$ cat src/cfp_pkg.sv
`timescale 1ns / 1ps

package cfp_pkg;

	// Default longest field, in bytes
	localparam int MAX_FIELD_LEN = 16;

	// Framing characters
	localparam logic [7:0] CHAR_M     = 8'h4D;
	localparam logic [7:0] CHAR_J     = 8'h4A;
	localparam logic [7:0] CHAR_COLON = 8'h3A;
	localparam logic [7:0] CHAR_CR    = 8'h0D;
	localparam logic [7:0] CHAR_LF    = 8'h0A;

	// Result item kinds
	localparam logic [1:0] PART_CMD = 2'd0;
	localparam logic [1:0] PART_PAR = 2'd1;
	localparam logic [1:0] PART_END = 2'd2;

	typedef enum logic [2:0] {
		PS_HUNT_M1   = 3'd0,
		PS_HUNT_M2   = 3'd1,
		PS_HUNT_M3   = 3'd2,
		PS_HUNT_J    = 3'd3,
		PS_HEAD_COL  = 3'd4,
		PS_COMMAND   = 3'd5,
		PS_PARAMETER = 3'd6
	} parse_state_t;

	typedef enum logic [1:0] {
		EM_IDLE = 2'd0,
		EM_READ = 2'd1,
		EM_LOAD = 2'd2,
		EM_SHOW = 2'd3
	} emit_state_t;

	// Write strobes from the parser into the two field stores
	typedef struct packed {
		logic       cmd_we;
		logic       par_we;
		logic [7:0] data;
	} ram_wr_t;

endpackage

$ cat src/cfp_ram.sv
`timescale 1ns / 1ps

module cfp_ram #(
	parameter int WIDTH = 8,
	parameter int DEPTH = 16,
	localparam int AW = (DEPTH > 1) ? $clog2(DEPTH) : 1
) (
	input  logic             clk,
	input  logic             we,
	input  logic [AW-1:0]    waddr,
	input  logic [WIDTH-1:0] wdata,
	input  logic             re,
	input  logic [AW-1:0]    raddr,
	output logic [WIDTH-1:0] rdata
);

	logic [WIDTH-1:0] mem_q [DEPTH];
	logic [WIDTH-1:0] rdata_q;

	// Write port
	always_ff @(posedge clk) begin
		if (we) begin
			mem_q[waddr] <= wdata;
		end
	end

	// Registered read port
	always_ff @(posedge clk) begin
		if (re) begin
			rdata_q <= mem_q[raddr];
		end
	end

	assign rdata = rdata_q;

endmodule

$ cat src/cfp_parse.sv
`timescale 1ns / 1ps

module cfp_parse #(
	parameter int MAX_LEN = cfp_pkg::MAX_FIELD_LEN,
	localparam int AW = (MAX_LEN > 1) ? $clog2(MAX_LEN) : 1,
	localparam int CW = $clog2(MAX_LEN + 1)
) (
	input  logic            clk,
	input  logic            arst_n,
	input  logic            accept,
	input  logic [7:0]      rx_byte,
	output cfp_pkg::ram_wr_t wr,
	output logic [AW-1:0]   cmd_waddr,
	output logic [AW-1:0]   par_waddr,
	output logic            start,
	output logic [CW-1:0]   cmd_len,
	output logic [CW-1:0]   par_len
);

	cfp_pkg::parse_state_t state_q, state_d;
	logic [CW-1:0] cmd_cnt_q, cmd_cnt_d;
	logic [CW-1:0] par_cnt_q, par_cnt_d;

	// State and field counts
	always_ff @(posedge clk or negedge arst_n) begin
		if (!arst_n) begin
			state_q   <= cfp_pkg::PS_HUNT_M1;
			cmd_cnt_q <= '0;
			par_cnt_q <= '0;
		end else if (accept) begin
			state_q   <= state_d;
			cmd_cnt_q <= cmd_cnt_d;
			par_cnt_q <= par_cnt_d;
		end
	end

	// Decode the byte against the current framing state
	always_comb begin
		state_d   = state_q;
		cmd_cnt_d = cmd_cnt_q;
		par_cnt_d = par_cnt_q;
		wr.cmd_we = 1'b0;
		wr.par_we = 1'b0;
		wr.data   = rx_byte;
		start     = 1'b0;
		unique case (state_q)
			cfp_pkg::PS_HUNT_M2: begin
				state_d = (rx_byte == cfp_pkg::CHAR_M) ? cfp_pkg::PS_HUNT_M3
				                                       : cfp_pkg::PS_HUNT_M1;
			end
			cfp_pkg::PS_HUNT_M3: begin
				state_d = (rx_byte == cfp_pkg::CHAR_M) ? cfp_pkg::PS_HUNT_J
				                                       : cfp_pkg::PS_HUNT_M1;
			end
			cfp_pkg::PS_HUNT_J: begin
				state_d = (rx_byte == cfp_pkg::CHAR_J) ? cfp_pkg::PS_HEAD_COL
				                                       : cfp_pkg::PS_HUNT_M1;
			end
			cfp_pkg::PS_HEAD_COL: begin
				if (rx_byte == cfp_pkg::CHAR_COLON) begin
					state_d   = cfp_pkg::PS_COMMAND;
					cmd_cnt_d = '0;
				end else begin
					state_d = cfp_pkg::PS_HUNT_M1;
				end
			end
			cfp_pkg::PS_COMMAND: begin
				if (rx_byte == cfp_pkg::CHAR_COLON) begin
					state_d   = cfp_pkg::PS_PARAMETER;
					par_cnt_d = '0;
				end else if (cmd_cnt_q < CW'(MAX_LEN)) begin
					wr.cmd_we = accept;
					cmd_cnt_d = cmd_cnt_q + 1'b1;
				end else begin
					state_d = cfp_pkg::PS_HUNT_M1;
				end
			end
			cfp_pkg::PS_PARAMETER: begin
				if (rx_byte == cfp_pkg::CHAR_CR) begin
					state_d = cfp_pkg::PS_PARAMETER;
				end else if (rx_byte == cfp_pkg::CHAR_LF) begin
					state_d = cfp_pkg::PS_HUNT_M1;
					start   = accept;
				end else if (par_cnt_q < CW'(MAX_LEN)) begin
					wr.par_we = accept;
					par_cnt_d = par_cnt_q + 1'b1;
				end else begin
					state_d = cfp_pkg::PS_HUNT_M1;
				end
			end
			default: begin
				state_d = (rx_byte == cfp_pkg::CHAR_M) ? cfp_pkg::PS_HUNT_M2
				                                       : cfp_pkg::PS_HUNT_M1;
			end
		endcase
	end

	assign cmd_waddr = cmd_cnt_q[AW-1:0];
	assign par_waddr = par_cnt_q[AW-1:0];
	assign cmd_len   = cmd_cnt_q;
	assign par_len   = par_cnt_q;

endmodule

$ cat src/cfp_emit.sv
`timescale 1ns / 1ps

module cfp_emit #(
	parameter int MAX_LEN = cfp_pkg::MAX_FIELD_LEN,
	localparam int AW = (MAX_LEN > 1) ? $clog2(MAX_LEN) : 1,
	localparam int CW = $clog2(MAX_LEN + 1)
) (
	input  logic          clk,
	input  logic          arst_n,
	input  logic          start,
	input  logic [CW-1:0] cmd_len,
	input  logic [CW-1:0] par_len,
	output logic          busy,
	output logic          cmd_re,
	output logic          par_re,
	output logic [AW-1:0] raddr,
	input  logic [7:0]    cmd_rdata,
	input  logic [7:0]    par_rdata,
	output logic          out_valid,
	input  logic          out_stall,
	output logic [1:0]    part,
	output logic [7:0]    data_byte,
	output logic [3:0]    position,
	output logic [4:0]    command_length,
	output logic [4:0]    parameter_length,
	output logic          last
);

	cfp_pkg::emit_state_t state_q, state_d;
	logic [1:0]    phase_q, phase_d;
	logic [AW-1:0] idx_q, idx_d;
	logic [CW-1:0] cmd_len_q, par_len_q;
	logic [1:0]    part_q;
	logic [7:0]    data_q;
	logic [3:0]    pos_q;
	logic          last_q;
	logic [CW-1:0] idx_next;

	assign idx_next = CW'(idx_q) + 1'b1;

	// Sequencer state
	always_ff @(posedge clk or negedge arst_n) begin
		if (!arst_n) begin
			state_q <= cfp_pkg::EM_IDLE;
			phase_q <= cfp_pkg::PART_CMD;
			idx_q   <= '0;
		end else begin
			state_q <= state_d;
			phase_q <= phase_d;
			idx_q   <= idx_d;
		end
	end

	// Capture the frame lengths at the line feed
	always_ff @(posedge clk) begin
		if (start) begin
			cmd_len_q <= cmd_len;
			par_len_q <= par_len;
		end
	end

	// Output register, loaded in the load state that follows the store read
	always_ff @(posedge clk) begin
		if (state_q == cfp_pkg::EM_LOAD) begin
			part_q <= phase_q;
			pos_q  <= (phase_q == cfp_pkg::PART_END) ? 4'd0 : 4'(idx_q);
			last_q <= (phase_q == cfp_pkg::PART_END);
			case (phase_q)
				cfp_pkg::PART_CMD: data_q <= cmd_rdata;
				cfp_pkg::PART_PAR: data_q <= par_rdata;
				default:           data_q <= 8'd0;
			endcase
		end
	end

	// Walk command bytes, parameter bytes, then the end item
	always_comb begin
		state_d = state_q;
		phase_d = phase_q;
		idx_d   = idx_q;
		unique case (state_q)
			cfp_pkg::EM_IDLE: begin
				if (start) begin
					idx_d = '0;
					if (cmd_len != '0) begin
						phase_d = cfp_pkg::PART_CMD;
						state_d = cfp_pkg::EM_READ;
					end else if (par_len != '0) begin
						phase_d = cfp_pkg::PART_PAR;
						state_d = cfp_pkg::EM_READ;
					end else begin
						phase_d = cfp_pkg::PART_END;
						state_d = cfp_pkg::EM_LOAD;
					end
				end
			end
			cfp_pkg::EM_READ: begin
				state_d = cfp_pkg::EM_LOAD;
			end
			cfp_pkg::EM_LOAD: begin
				state_d = cfp_pkg::EM_SHOW;
			end
			cfp_pkg::EM_SHOW: begin
				if (!out_stall) begin
					idx_d = '0;
					if (phase_q == cfp_pkg::PART_CMD && idx_next < cmd_len_q) begin
						idx_d   = idx_next[AW-1:0];
						state_d = cfp_pkg::EM_READ;
					end else if (phase_q == cfp_pkg::PART_CMD && par_len_q != '0) begin
						phase_d = cfp_pkg::PART_PAR;
						state_d = cfp_pkg::EM_READ;
					end else if (phase_q == cfp_pkg::PART_PAR && idx_next < par_len_q) begin
						idx_d   = idx_next[AW-1:0];
						state_d = cfp_pkg::EM_READ;
					end else if (phase_q != cfp_pkg::PART_END) begin
						phase_d = cfp_pkg::PART_END;
						state_d = cfp_pkg::EM_LOAD;
					end else begin
						state_d = cfp_pkg::EM_IDLE;
					end
				end
			end
			default: state_d = cfp_pkg::EM_IDLE;
		endcase
	end

	assign busy   = (state_q != cfp_pkg::EM_IDLE);
	assign cmd_re = (state_q == cfp_pkg::EM_READ) && (phase_q == cfp_pkg::PART_CMD);
	assign par_re = (state_q == cfp_pkg::EM_READ) && (phase_q == cfp_pkg::PART_PAR);
	assign raddr  = idx_q;

	assign out_valid        = (state_q == cfp_pkg::EM_SHOW);
	assign part             = part_q;
	assign data_byte        = data_q;
	assign position         = pos_q;
	assign command_length   = 5'(cmd_len_q);
	assign parameter_length = 5'(par_len_q);
	assign last             = last_q;

endmodule

$ cat src/command_frame_parser_unit.sv
`timescale 1ns / 1ps
// Channel | Direction | Handshake            | Payload
// rx      | in        | rx_valid / rx_stall   | rx_byte
// out     | out       | out_valid / out_stall | part, data_byte, position,
//         |           |                       | command_length, parameter_length, last
//
// A byte is taken while rx_valid is high and rx_stall is low; the framing state and lengths update on it
// and field bytes go straight into their store.
// A line feed starts a run of result items, each a store read, an output load and a show (the end
// item skips the store read); rx_stall stays high until the end item is taken, also while out_stall
// holds a result beat.
// Reset puts the parser back to the hunt for the first sync byte; the stores need no clearing.
// rx_stall is high for the whole run, which keeps store writes clear of the reads.

module command_frame_parser_unit #(
	parameter int MAX_LEN = cfp_pkg::MAX_FIELD_LEN
) (
	input  logic       clk,
	input  logic       arst_n,
	input  logic       rx_valid,
	output logic       rx_stall,
	input  logic [7:0] rx_byte,
	output logic       out_valid,
	input  logic       out_stall,
	output logic [1:0] part,
	output logic [7:0] data_byte,
	output logic [3:0] position,
	output logic [4:0] command_length,
	output logic [4:0] parameter_length,
	output logic       last
);

	localparam int AW = (MAX_LEN > 1) ? $clog2(MAX_LEN) : 1;
	localparam int CW = $clog2(MAX_LEN + 1);

	cfp_pkg::ram_wr_t wr;
	logic          accept;
	logic          busy;
	logic          start;
	logic [AW-1:0] cmd_waddr, par_waddr, raddr;
	logic [CW-1:0] cmd_len, par_len;
	logic          cmd_re, par_re;
	logic [7:0]    cmd_rdata, par_rdata;

	// Hold off input while a frame is being sent out
	assign rx_stall = busy;
	assign accept   = rx_valid && !busy;

	cfp_parse #(.MAX_LEN(MAX_LEN)) u_parse (
		.clk       (clk),
		.arst_n    (arst_n),
		.accept    (accept),
		.rx_byte   (rx_byte),
		.wr        (wr),
		.cmd_waddr (cmd_waddr),
		.par_waddr (par_waddr),
		.start     (start),
		.cmd_len   (cmd_len),
		.par_len   (par_len)
	);

	cfp_ram #(.WIDTH(8), .DEPTH(MAX_LEN)) u_cmd_ram (
		.clk   (clk),
		.we    (wr.cmd_we),
		.waddr (cmd_waddr),
		.wdata (wr.data),
		.re    (cmd_re),
		.raddr (raddr),
		.rdata (cmd_rdata)
	);

	cfp_ram #(.WIDTH(8), .DEPTH(MAX_LEN)) u_par_ram (
		.clk   (clk),
		.we    (wr.par_we),
		.waddr (par_waddr),
		.wdata (wr.data),
		.re    (par_re),
		.raddr (raddr),
		.rdata (par_rdata)
	);

	cfp_emit #(.MAX_LEN(MAX_LEN)) u_emit (
		.clk              (clk),
		.arst_n           (arst_n),
		.start            (start),
		.cmd_len          (cmd_len),
		.par_len          (par_len),
		.busy             (busy),
		.cmd_re           (cmd_re),
		.par_re           (par_re),
		.raddr            (raddr),
		.cmd_rdata        (cmd_rdata),
		.par_rdata        (par_rdata),
		.out_valid        (out_valid),
		.out_stall        (out_stall),
		.part             (part),
		.data_byte        (data_byte),
		.position         (position),
		.command_length   (command_length),
		.parameter_length (parameter_length),
		.last             (last)
	);

endmodule

$ cat config.mk
export PLATFORM = sky130hd
export DESIGN_NAME = command_frame_parser_unit
export DESIGN_NICKNAME = d
export VERILOG_FILES = /design/src/cfp_pkg.sv /design/src/cfp_ram.sv /design/src/cfp_parse.sv /design/src/cfp_emit.sv /design/src/command_frame_parser_unit.sv
export SDC_FILE = /design/constraint.sdc
export NUM_CORES = 1
export LEC_CHECK = 0
export BUFFER_PORTS_ARGS = -buffer_cell sky130_fd_sc_hd__buf_2
export CELL_PAD_IN_SITES_DETAIL_PLACEMENT = 0
export CELL_PAD_IN_SITES_GLOBAL_PLACEMENT = 2
export CORE_ASPECT_RATIO = 1.75
export CORE_MARGIN = 3
export CORE_UTILIZATION = 52
export CTS_CLUSTER_DIAMETER = 150
export DETAILED_ROUTE_END_ITERATION = 6
export HOLD_SLACK_MARGIN = 0.03
export PLACE_DENSITY = 0.84
export SLEW_MARGIN = 10
export SYNTH_ARGS = -nofsm -noshare
export SYNTH_HDL_FRONTEND = slang
export SYNTH_SLANG_ARGS = --single-unit
$ cat constraint.sdc
create_clock -name clk -period 4.7 [get_ports clk]
set_input_delay 0.47 -clock clk [delete_from_list [all_inputs] [get_ports clk]]
set_output_delay 0.47 -clock clk [all_outputs]
set_load 0.01 [all_outputs]
==> flow_metrics.tcl <==
set metrics [dict create \
    n_fill_cell 1746 \
    antennaDiodeCount 0 \
    p_comb_share_pct 18.0 \
    worstPathRequired_ns 5.14 \
    die_w_um 125 \
    cp_data_arrival_time_ns 3.44 \
    cts_buffers 28 \
    finalSetupTns_ns 0 \
    first_iter_violations 491 \
    numClockSinks 318 \
    area_growth_pct 11.8 \
    cts_resized 0 \
    total_leakage_power_nw 4.75 \
    wl_per_cell_um 25.8 \
    crit_type "reg2reg" \
    clkPwrFrac_pct 34.2 \
    power_density_nw_per_um2 498 \
    ant_nets 0 \
    grt_pass1_vias 6607 \
    avgSynthCellArea_um2 19.6 \
    worstPathCellList "ha_1, xor2_1, ha_1, a21oi_1, o21ai_0, a311o_1, nand2_1, o32a_2, mux2_4" \
    worstHoldPathType "in2reg" \
    syn-num-nets 695 \
    ys.flop_type "edfxtp_1" \
    seq_area_frac_synth_pct 73.0 \
    fp.dieH_um 215 \
    cp-end-kind "flip-flop" \
    final_area_um2 14500 \
    period_share_pct 63.8 \
    ys_types 58 \
    p_int_w 0.00536 \
    track_usage_pct 20.4 \
    via_per_inst 5.97 \
    ys_seq_elements 318 \
    nets 744 \
    vdd_drop_max_mv 0.538 \
    switchingPower_w 0.00184 \
    max-slew-margin-rel_pct 20.6 \
    rsz0062_at_grt "false" \
    routabilityCongestion 0.813 \
    initial_core_util_pct 53.4 \
    dp_hpwl_um 18100 \
    synth-edff-count 297 \
    antenna_found_initial 0 \
    syn_inst 661 \
    num_vias 6213 \
    cap_violations 0 \
    pwr-share-seq_pct 47.8 \
    ctsLongestPathBuffers 3 \
    rows 75 \
    max_stage_delay_ns 0.72 \
    grt.overflow.total 0 \
    status "finished clean" \
    hold_viol 0 \
    coreArea_um2 24200 \
    clk_latency_ns 0.56 \
    fin_crit_ns 3.00 \
    synthArstFlopShare_pct 6.60 \
    syn_area_um2 12900 \
    critPathMaxFanout 25 \
    portBuffers 38 \
    worst_path_most_repeated_cell "ha_1" \
    finalSetupViolCount 0 \
    fmax_mhz 333 \
    grt_max_degree 66 \
    htree_levels 1 \
    tightest_slew_ns 1.18 \
    drive_gt1_share_pct 26.2 \
    io_pins 39 \
    drc 0 \
    path_clk_slew_ns 0.06 \
    root_buffer "clkbuf_16" \
    cts_tree "built" \
    first_pass_iters 5 \
    placed_cell_area_um2 13400 \
    grt_pass1_wl_um 40800 \
    p_sw_share_pct 25.6 \
    routed_wl_um 26900 \
    cp-start-kind "flip-flop" \
    clock_skew_ns 0.0196 \
    cp_slowest_cell "dfrtp_4" \
    yosysWarningCount 0 \
    slew_viol_final 0 \
    die-area_um2 26900 \
]
## stage by stage
stage               total power (W)  hold WS (ns)  cells  setup slack (ns)  util, %
global route                0.00748         0.378   1040              1.51     59.7
floorplan                   0.00440         0.174    661              2.07        -
detailed placement          0.00482         0.482    987              1.11     55.5
finish                      0.00721         0.379   1040              1.70     59.7
CTS                         0.00728         0.355   1040              1.56     59.7
global placement            0.00479         0.475    987              1.35     55.5
## what timing repair did
action                     in CTS  in global routing
hold buffers                    1                  0
setup buffers                   0                  0
setup endpoints to repair       0                  0
hold endpoints to repair       21                  0
## metal layers
metal / wire [um] / share of wire [%] / global-route usage (%)
met1: 9310 / 35 / 22.5
met2: 15200 / 57 / 38.2
met3: 1060 / 4.0 / 2.74
met4: 1280 / 4.8 / 9.62
met5: 0 / 0 / 0
## critical path: cells and delay by family (launching register included)
family	cells	cell delay (ns)
compound gates	4	0.86
flops	1	0.72
fa+ha+maj	2	0.61
mux	1	0.30
xor+xnor	1	0.25
simple gates	1	0.14
## cell usage in the layout, fill, tap and decap left out, drive strengths merged, types with 3 or more instances in the layout
master,instances
edfxtp,297
mux4,80
buf,44
nor2,34
clkbuf,30
inv,27
ha,22
nand2,21
dfrtp,21
and2,17
a21oi,14
o21ai,12
nor3,11
mux2i,10
clkinv,9
and3,7
nand2b,6
bufinv,6
nor3b,5
nand3,4
xor2,4
nand3b,3
nor2b,3
clkinvlp,3
a21o,3
## cell usage after synthesis (2+ instances only)
cell / instances / share of area, %
edfxtp_1: 297 / 69
mux4_2: 80 / 14
nor2_1: 34 / 0.99
ha_1: 22 / 2.1
inv_1: 22 / 0.64
dfrtp_1: 21 / 4.1
nand2_1: 21 / 0.61
and2_1: 17 / 0.82
a21oi_1: 13 / 0.50
clkbuf_1: 12 / 0.35
o21ai_0: 12 / 0.46
nor3_1: 11 / 0.43
mux2i_1: 10 / 0.77
and3_1: 7 / 0.34
buf_2: 7 / 0.27
nand2b_1: 6 / 0.29
buf_1: 4 / 0.12
nand3_1: 4 / 0.15
nor3b_1: 4 / 0.23
xor2_1: 4 / 0.27
nand3b_1: 3 / 0.17
nor2b_1: 3 / 0.15
a21o_2: 2 / 0.14
a31oi_1: 2 / 0.097
and4bb_2: 2 / 0.19
buf_6: 2 / 0.17
o211ai_1: 2 / 0.12
o2bb2ai_1: 2 / 0.14
o31ai_1: 2 / 0.12
or2_2: 2 / 0.097
or3_1: 2 / 0.097
or4b_2: 2 / 0.15
xnor2_1: 2 / 0.14
## power groups by stage
stage	registers (W)	clock network [W]	logic, W
finish	0.00344	0.00247	0.00130
global route	0.00346	0.00263	0.00139
floorplan	0.00340	0	0.000997
detailed placement	0.00351	0	0.00132
global placement	0.00350	0	0.00129
CTS	0.00345	0.00251	0.00132
## cells by family after synthesis
group | after synthesis | share of synthesized area (%)
flip-flops | 318 | 73.0
AND/OR/NAND/NOR | 127 | 5.48
multiplexers | 92 | 14.9
buffers and inverters | 49 | 1.63
AO/OA/AOI/OAI | 47 | 2.45
adder cells (fa/ha/maj) | 22 | 2.13
XOR/XNOR | 6 | 0.406
## layout make-up
| cell class | instances | area, um2 | area share, % |
|---|---|---|---|
| tap | 308 | 385 | 2.66 |
| timing repair buffer | 45 | 245 | 1.70 |
| clock buffer | 30 | 729 | 5.04 |
| multi-input combinational | 294 | 3290 | 22.7 |
| clock inverter | 22 | 283 | 1.95 |
| sequential | 318 | 9450 | 65.3 |
| inverter | 23 | 86.3 | 0.597 |
## worst paths after layout
path                                    start                  end  slack, ns  cells after the start
max in group asynchronous              arst_n      u_emit.raddr[0]       3.88                      2
min reg2reg                u_cmd_ram.rdata[0]  u_emit.data_byte[0]       0.56                      2
max                           u_emit.raddr[0]    u_emit.phase_q[0]       1.70                      9
max reg2reg                   u_emit.raddr[0]    u_emit.phase_q[0]       1.70                      9
min in group asynchronous              arst_n   u_parse.state_q[2]       0.42                      2
min                                 out_stall    u_emit.state_q[1]       0.38                      3
## state kept, by name (all words and copies together) (netlist names), 3 cells and up
| name | count |
|---|---|
| u_par_ram.mem_q | 128 |
| u_emit.data_byte | 8 |
| u_par_ram.rdata | 8 |
| u_cmd_ram.mem_q | 128 |
| u_emit.parameter_length | 5 |
| u_emit.raddr | 4 |
| u_parse.par_len | 5 |
| u_cmd_ram.rdata | 8 |
| u_emit.position | 4 |
| u_parse.state_q | 3 |
| u_emit.command_length | 5 |
| u_parse.cmd_len | 5 |
No activity file was read; power rests on OpenSTA's default activity.
